--- config.mk ---
export PLATFORM = sky130hd
export DESIGN_NAME = bfm_mod
export DESIGN_NICKNAME = d
export VERILOG_FILES = /design/src/design/bfm_pkg.sv /design/src/design/bfm_mod.sv
export SDC_FILE = /design/constraint.sdc
export NUM_CORES = 1
export LEC_CHECK = 0
export ABC_AREA = 1
export BUFFER_PORTS_ARGS = -buffer_cell sky130_fd_sc_hd__buf_2
export CAP_MARGIN = 20
export CELL_PAD_IN_SITES_DETAIL_PLACEMENT = 2
export CELL_PAD_IN_SITES_GLOBAL_PLACEMENT = 2
export CORE_MARGIN = 1
export CORE_UTILIZATION = 34
export CTS_BUF_LIST = sky130_fd_sc_hd__clkbuf_4 sky130_fd_sc_hd__clkbuf_8
export CTS_CLUSTER_SIZE = 40
export DETAILED_ROUTE_END_ITERATION = 6
export GPL_ROUTABILITY_DRIVEN = 0
export GPL_TIMING_DRIVEN = 0
export HOLD_SLACK_MARGIN = 0.02
export PLACE_DENSITY_LB_ADDON = 0.1
export SETUP_SLACK_MARGIN = 0.02
export SYNTH_ARGS = -nofsm -noshare
export SYNTH_HDL_FRONTEND = slang
export SYNTH_SLANG_ARGS = --single-unit
--- constraint.sdc ---
create_clock -name clk -period 4.7 [get_ports clk]
set_input_delay 0 -clock clk [delete_from_list [all_inputs] [get_ports clk]]
set_output_delay 0 -clock clk [all_outputs]
set_load 0.01 [all_outputs]
--- src/design/bfm_pkg.sv ---
// ----------------------------------------------------------------------------
// bfm_pkg: shared types and constants of the Bloom filter membership block
// Holds the item structs, the sequencer states and the hash constants.
// ----------------------------------------------------------------------------
package bfm_pkg;

  localparam int unsigned DEF_MAX_BITS      = 65536;
  localparam int unsigned DEF_MAX_PROBES    = 16;
  localparam int unsigned DEF_MAX_KEY_BYTES = 64;

  // Widths of the configuration registers.
  localparam int unsigned FB_W = 17;
  localparam int unsigned HC_W = 5;
  // Width of the reduced probe modulus.
  localparam int unsigned MW   = 17;

  localparam logic [FB_W-1:0] FB_RESET = 17'd65536;
  localparam logic [HC_W-1:0] HC_RESET = 5'd4;

  localparam logic [31:0] C1     = 32'hcc9e2d51;
  localparam logic [31:0] C2     = 32'h1b873593;
  localparam logic [31:0] C3     = 32'h85ebca6b;
  localparam logic [31:0] C4     = 32'hc2b2ae35;
  localparam logic [31:0] H_MUL  = 32'd5;
  localparam logic [31:0] H_ADD  = 32'he6546b64;

  localparam logic FUNC_ADD    = 1'b0;
  localparam logic FUNC_LOOKUP = 1'b1;

  localparam logic STATUS_DONE     = 1'b0;
  localparam logic STATUS_OVERFLOW = 1'b1;

  typedef enum logic [0:0] {
    REG_FILTER_BITS = 1'b0,
    REG_HASH_COUNT  = 1'b1
  } reg_idx_t;

  typedef struct packed {
    logic        func;
    logic [31:0] key_word;
    logic [2:0]  byte_count;
    logic        last;
  } in_item_t;

  typedef struct packed {
    logic found;
    logic status;
  } out_item_t;

  typedef enum logic [3:0] {
    ST_CLEAR,
    ST_IDLE,
    ST_BYTE,
    ST_PINIT,
    ST_RD,
    ST_K1,
    ST_K2,
    ST_K3,
    ST_H5,
    ST_F1,
    ST_F2,
    ST_F3,
    ST_MOD,
    ST_BIT,
    ST_CHK,
    ST_EMIT
  } state_t;

  function automatic logic [31:0] rotl32(input logic [31:0] x, input logic [4:0] r);
    logic [63:0] d;
    d = {x, x} << r;
    return d[63:32];
  endfunction

endpackage

--- src/design/bfm_mod.sv ---
// ----------------------------------------------------------------------------
// bfm_mod: iterative 32-bit remainder unit
// Restoring division, one dividend bit per cycle; keeps only the remainder.
// ----------------------------------------------------------------------------
module bfm_mod
  import bfm_pkg::*;
(
  input  logic          clk,
  input  logic          rst_n,
  input  logic          start,
  input  logic [31:0]   dividend,
  input  logic [MW-1:0] divisor,
  output logic          done,
  output logic [MW-1:0] rem
);

  logic [31:0]   dvd_r, dvd_nxt;
  logic [MW-1:0] rem_r, rem_nxt;
  logic [5:0]    cnt_r, cnt_nxt;
  logic [MW:0]   trial;

  always_comb begin
    dvd_nxt = dvd_r;
    rem_nxt = rem_r;
    cnt_nxt = cnt_r;
    trial   = {rem_r, dvd_r[31]};
    if (start) begin
      dvd_nxt = dividend;
      rem_nxt = '0;
      cnt_nxt = 6'd32;
    end else if (cnt_r != 6'd0) begin
      if (trial >= {1'b0, divisor}) begin
        trial = trial - {1'b0, divisor};
      end
      rem_nxt = trial[MW-1:0];
      dvd_nxt = {dvd_r[30:0], 1'b0};
      cnt_nxt = cnt_r - 6'd1;
    end
  end

  always_ff @(posedge clk) begin
    if (!rst_n) begin
      cnt_r <= '0;
    end else begin
      cnt_r <= cnt_nxt;
    end
    dvd_r <= dvd_nxt;
    rem_r <= rem_nxt;
  end

  assign done = (cnt_r == 6'd0) && !start;
  assign rem  = rem_r;

endmodule

* After elaboration in Yosys (flattened, before gate mapping) *
Cells that the tools add are included.

operators by class
  $lt $le $gt $ge = 1
  mux-type cells = 5
  bitwise operators = 1
  reduce and logical (&&, ||, !) cells = 6
  add/sub/neg operators = 2

operator list
  cell                                                                count
  32-bit 2-to-1 mux                                                   2
  18-bit by 17-bit >= comparator with 1-bit output                    1
  17-bit 2-to-1 mux                                                   1
  17-bit subtractor                                                   1
  6-bit 2-to-1 mux                                                    2
  6-bit logical NOT                                                   1
  6-bit nonzero test                                                  1
  6-bit by 1-bit subtractor with 6-bit output, second input constant  1
  2-bit nonzero test                                                  1
  2-bit OR reduction                                                  1
  1-bit logical AND                                                   1
  1-bit logical NOT                                                   1
  1-bit NOT                                                           1

word-level totals
  word-level logic and storage cells = 19
  output and inout port bits = 18
  bits in registers = 55

* Logic depth before layout (Yosys ltp) *
  depth in word-level cells = 3
  mapped depth = 14
  depth with buffers taken out = 14

* Worst setup path after synthesis *
No wires, ideal clock.

  path kind = register to register
  start point = reg dvd_r[31]
  end point = reg rem_r[0], in the netlist rem[0]
  arrival time = 1.676 ns
  data required time = 4.564 ns
  stages on the path, launching flop included = 12
  clock period less this slack = 1.812 ns
  path buffers = 1
  slack = 2.888 ns
  cell sequence = edfxtp_1 inv_1 ha_1 inv_1 fa_1 nand3_1 nand3_2 nand2_4 buf_4 nand3_1 nand3_1 o21ai_1

on the way
  longest elaborated chain between the ends = 2
  elaborated cells between the ends (all ways) = 3
  those cells by class = 1 x add/sub; 1 x order compare; 1 x mux

RTL lines
  what                                                                                   line                          text
  start: declaration                                                                     bfm_mod.sv:17                 logic [31:0] dvd_r, dvd_nxt;
  start signal: assignment                                                               bfm_mod.sv:47                 dvd_r <= dvd_nxt;
  17-bit subtractor or 18-bit by 17-bit >= comparator with 1-bit output (tied branches)  bfm_mod.sv:33, bfm_mod.sv:32
  17-bit 2-to-1 mux (*)                                                                  bfm_mod.sv:32                 if (trial >= {1'b0, divisor}) begin
  end signal: assignment                                                                 bfm_mod.sv:48                 rem_r <= rem_nxt;
  end: declaration                                                                       bfm_mod.sv:18                 logic [MW-1:0] rem_r, rem_nxt;

Every way passes the cells marked *; elsewhere a longest branch is shown, timed or not.
A chain may end at the register's enable or synchronous reset.

* Worst setup path in the final report *
  start point = reg cnt_r[0]
  end point = reg dvd_r[10], enable pin

on the way
  longest elaborated chain between the ends = 2

RTL lines
  what                                 line           text
  start: declaration                   bfm_mod.sv:19  logic [5:0] cnt_r, cnt_nxt;
  start signal: assignment             bfm_mod.sv:45  cnt_r <= cnt_nxt;
  6-bit nonzero test                   bfm_mod.sv:31  end else if (cnt_r != 6'd0) begin
  2-bit nonzero test (no source line)  --

Every way passes these cells.

==> results.txt <==
----------------------------------------------------
[Routing]
  Initial DRC Count ... 82
  Per-cell routed wire length ... between 15 and 20 µm
  Vias per std cell ... 4.85
  Detailed-route DRC error count ... 0
  Residual antenna-violating net count after detailed routing ... 0
  DRT Pass-1 Iters ... 4
  Total length of routed wires ... approximately 13000 µm
  Overall via count from detail_route ... about 3.7k

[Critical path]
  End of the worst register-to-register path ... dvd_r[10]
  Crit path arrival time ... roughly 2200 ps
  Crit path required time ... between 4000 and 5000 ps
  Setup CP Type ... reg2reg
  CP Max Fanout ... 35
  Reg2Reg Setup Slack ... around 2500 ps
  Source of the critical timing path ... cnt_r[0]
  Nature of the critical path endpoint ... flip-flop
  Worst reg2reg path startpoint ... cnt_r[0]
  Sort of element at the start of the critical path ... flip-flop
  Capture point of the worst path ... dvd_r[10]
  Number of cells on the worst reg-to-reg path ... 8

[STA]
  # setup viols final ... 0
  Period minus WS final ... 2220 ps
  Final hold slack ... between 50 and 60 ps
  Unrepaired setup endpoints after global routing ... false
  Slew of the pin with the lowest slew margin ... ~770 ps
  Fmax ... ~0.45 GHz
  Fraction of the cycle the final worst path needs ... between 40% and 50%
  Relative slew margins ... roughly 48%
  Worst Skew ... roughly 18 ps
  Final-report max-slew violation count ... 0
  Number of hold violations in the final report ... 0
  TNS Setup ... 0 ps

[Clocking]
  Resized cells post-CTS ... 0
  H-tree depth ... 2
  Clock slew at the register clock pins of the worst setup and hold paths ... between 100 and 150 ps
  Number of sinks handled by clock tree synthesis ... between 50 and 60
  Root buffer cell ... sky130_fd_sc_hd__clkbuf_8
  Number of buffers added by the clock tree synthesis step ... 5
  Setup fix buffers added after clock tree synthesis ... 0
  CTS tree ... built
  Insertion delay of the later-clocked pin in the worst-skew pair ... 340 ps
  Buffers from clock root to sink, at most ... 2
  Number of hold buffers added after cts ... 32

[Global route]
  Maximum number of pins on one net before global-route repair ... 36
  Vias in the first global route ... about 4.2k
  Global routing usage summed across all routing layers ... 24.3%
  Wire length of the first global-routing pass ... roughly 21000 µm
  Number of antenna violations at the first check in global routing ... 0
  Total congestion overflow after global routing ... 0

[Final layout]
  Count of filler cells inserted in the layout ... between 1k and 1.5k
  Growth of design area from synthesis to finish ... 25.4%
  Share of layout cells above drive strength 1 ... 16.4%
  Antenna cell count ... 0
  Final-stage net count ... 703

[Logic synthesis]
  Share of the yosys chip area belonging to registers ... around two fifths
  Synth warnings ... 0
  Library cell with the largest summed area after synthesis ... sky130_fd_sc_hd__edfxtp_1
  Number of enable flip-flop cells after synthesis ... 32
  Syn_nets ... roughly 600
  Post-Synthesis Mean Instance Area ... around 7 µm²
  Count of mapped cells out of synthesis ... 525
  Summed instance area of the synthesized netlist ... ~3700 µm²
  Count of cell types in the netlist ... 31
  Synth area leaders ... sky130_fd_sc_hd__edfxtp_1 26%, sky130_fd_sc_hd__nand2_1 24%, sky130_fd_sc_hd__dfxtp_1 13%
  FFs w/ async S/R, synth ... 0%
  Flop and latch count out of synthesis ... between 50 and 60
  Post-synth top flop ... sky130_fd_sc_hd__edfxtp_1
  Area fraction of the dominant cell type after synthesis ... a little over a quarter

[Die]
  IO Count ... 70
  Die width ... roughly 110 µm
  Area of the die ... ~11000 µm²
  Starting density of the core ... a little over a third
  Number of placement rows ... 37
  Core region area ... between 10000 and 15000 µm²
  Overall die height ... 106 µm

[Job]
  Maximum Capacitance Violations ... 0

[Pwr]
  Total power density per cell area ... slightly below 400 nW/µm²
  Worst IR Drop VDD ... between 0.0002 and 0.00025 V
  Static Leak ... 0.00250 µW

[Place]
  Detailed placement HPWL ... between 8000 and 9000 µm
  Port Buffer Count ... 68

[Outcome]
  Run status ... finished clean

[Worst hold path]
  Worst min-delay path class ... in2reg

----------------------------------------------------
## state kept, by name (all words and copies together), names as in the netlist
name / cells
cnt_r: 6
rem: 17
dvd_r: 32
## worst min path at each step
stage | startpoint | endpoint | slack, ps | cells after the start
2_1_floorplan | rst_n | cnt_r[5] | 130 | 2
3_3_place_gp | dividend[0] | dvd_r[0] | 270 | 3
3_5_place_dp | dividend[0] | dvd_r[0] | 270 | 3
4_1_cts | dividend[23] | dvd_r[23] | 60 | 3
5_1_grt | dividend[23] | dvd_r[23] | 70 | 3
6_report | dividend[23] | dvd_r[23] | 60 | 3
## stage by stage
| step | cell area [µm²] | util (%) | cells | setup WS, ps | power (µW) |
|---|---|---|---|---|---|
| floorplan | 3670 | - | 525 | 2890 | 1230 |
| global placement | 4180 | 40.3 | 729 | 2560 | 1430 |
| detailed placement | 4180 | 40.3 | 729 | 2510 | 1480 |
| CTS | 4600 | 44.4 | 769 | 2490 | 1820 |
| global route | 4600 | 44.4 | 769 | 2310 | 1940 |
| finish | 4600 | 44.4 | 769 | 2480 | 1810 |
## worst max-delay path: stages, from the launching register on
cell and delay [ps]:
sky130_fd_sc_hd__dfxtp_1 350, sky130_fd_sc_hd__inv_1 120, sky130_fd_sc_hd__ha_1 200, sky130_fd_sc_hd__nand2_1 110
sky130_fd_sc_hd__or2_4 260, sky130_fd_sc_hd__nor2_4 130, sky130_fd_sc_hd__inv_2 90, sky130_fd_sc_hd__nor2_4 220
sky130_fd_sc_hd__inv_2 360
## report_power, final
part,switching (µW),leakage [µW],internal [µW]
logic,496,0.00192,293
registers,64.0,0.000528,640
clock network,200,0.0000515,113
total,760,0.00250,1050
## cells by family after synthesis
| logic type | synth area share [%] |
|---|---|
| adder cells (fa/ha/maj) | 6.68 |
| AND/OR/NAND/NOR | 38.2 |
| XOR/XNOR | 1.91 |
| buffers and inverters | 10.8 |
| flip-flops | 38.7 |
| AO/OA/AOI/OAI | 3.58 |
## layout make-up
| class | instances | area [µm²] | share of cell area (%) |
|---|---|---|---|
| buffer | 14 | 93.8 | 2.04 |
| clock buffer | 5 | 68.8 | 1.50 |
| clock inverter | 3 | 33.8 | 0.734 |
| inverter | 81 | 304 | 6.61 |
| multi-input combinational | 375 | 1850 | 40.2 |
| sequential | 55 | 1420 | 30.9 |
| tap | 136 | 170 | 3.70 |
| timing repair buffer | 100 | 661 | 14.4 |
## metal layers
| layer | global-route usage, % | part of all wire (%) | vias up |
|---|---|---|---|
| met5 | 0 | 0 | - |
| met4 | 7.84 | 2.0 | 0 |
| met3 | 3.53 | 3.0 | 21 |
| met2 | 47.6 | 55 | 66 |
| met1 | 26.4 | 40 | 1804 |
| li1 | - | - | 1841 |
## cells in the final DEF (no fill, tap or decap), types with 2 or more instances in the layout
| cell type | n |
|---|---|
| sky130_fd_sc_hd__xnor2_1 | 8 |
| sky130_fd_sc_hd__nand3_1 | 36 |
| sky130_fd_sc_hd__dlygate4sd3_1 | 32 |
| sky130_fd_sc_hd__nor2_4 | 4 |
| sky130_fd_sc_hd__nand2_2 | 3 |
| sky130_fd_sc_hd__inv_1 | 77 |
| sky130_fd_sc_hd__a21oi_1 | 14 |
| sky130_fd_sc_hd__nor2_1 | 22 |
| sky130_fd_sc_hd__buf_2 | 68 |
| sky130_fd_sc_hd__nand2_1 | 231 |
| sky130_fd_sc_hd__nand4_1 | 3 |
| sky130_fd_sc_hd__clkbuf_8 | 5 |
| sky130_fd_sc_hd__inv_2 | 4 |
| sky130_fd_sc_hd__edfxtp_1 | 32 |
| sky130_fd_sc_hd__o21ai_1 | 7 |
| sky130_fd_sc_hd__buf_4 | 3 |
| sky130_fd_sc_hd__nand3_2 | 4 |
| sky130_fd_sc_hd__dfxtp_1 | 23 |
| sky130_fd_sc_hd__nand2_4 | 2 |
| sky130_fd_sc_hd__clkbuf_1 | 6 |
| sky130_fd_sc_hd__nand3b_1 | 9 |
| sky130_fd_sc_hd__o21ai_0 | 4 |
| sky130_fd_sc_hd__buf_6 | 4 |
| sky130_fd_sc_hd__ha_1 | 18 |
| sky130_fd_sc_hd__nor3_1 | 2 |
## cells in the mapped netlist (6+ instances only)
| library cell | number |
|---|---|
| sky130_fd_sc_hd__nand2_1 | 231 |
| sky130_fd_sc_hd__inv_1 | 77 |
| sky130_fd_sc_hd__nand3_1 | 36 |
| sky130_fd_sc_hd__edfxtp_1 | 32 |
| sky130_fd_sc_hd__dfxtp_1 | 23 |
| sky130_fd_sc_hd__nor2_1 | 22 |
| sky130_fd_sc_hd__ha_1 | 18 |
| sky130_fd_sc_hd__a21oi_1 | 14 |
| sky130_fd_sc_hd__nand3b_1 | 9 |
| sky130_fd_sc_hd__xnor2_1 | 8 |
| sky130_fd_sc_hd__o21ai_1 | 7 |
| sky130_fd_sc_hd__clkbuf_1 | 6 |
(Power assumes the default switching activity.)
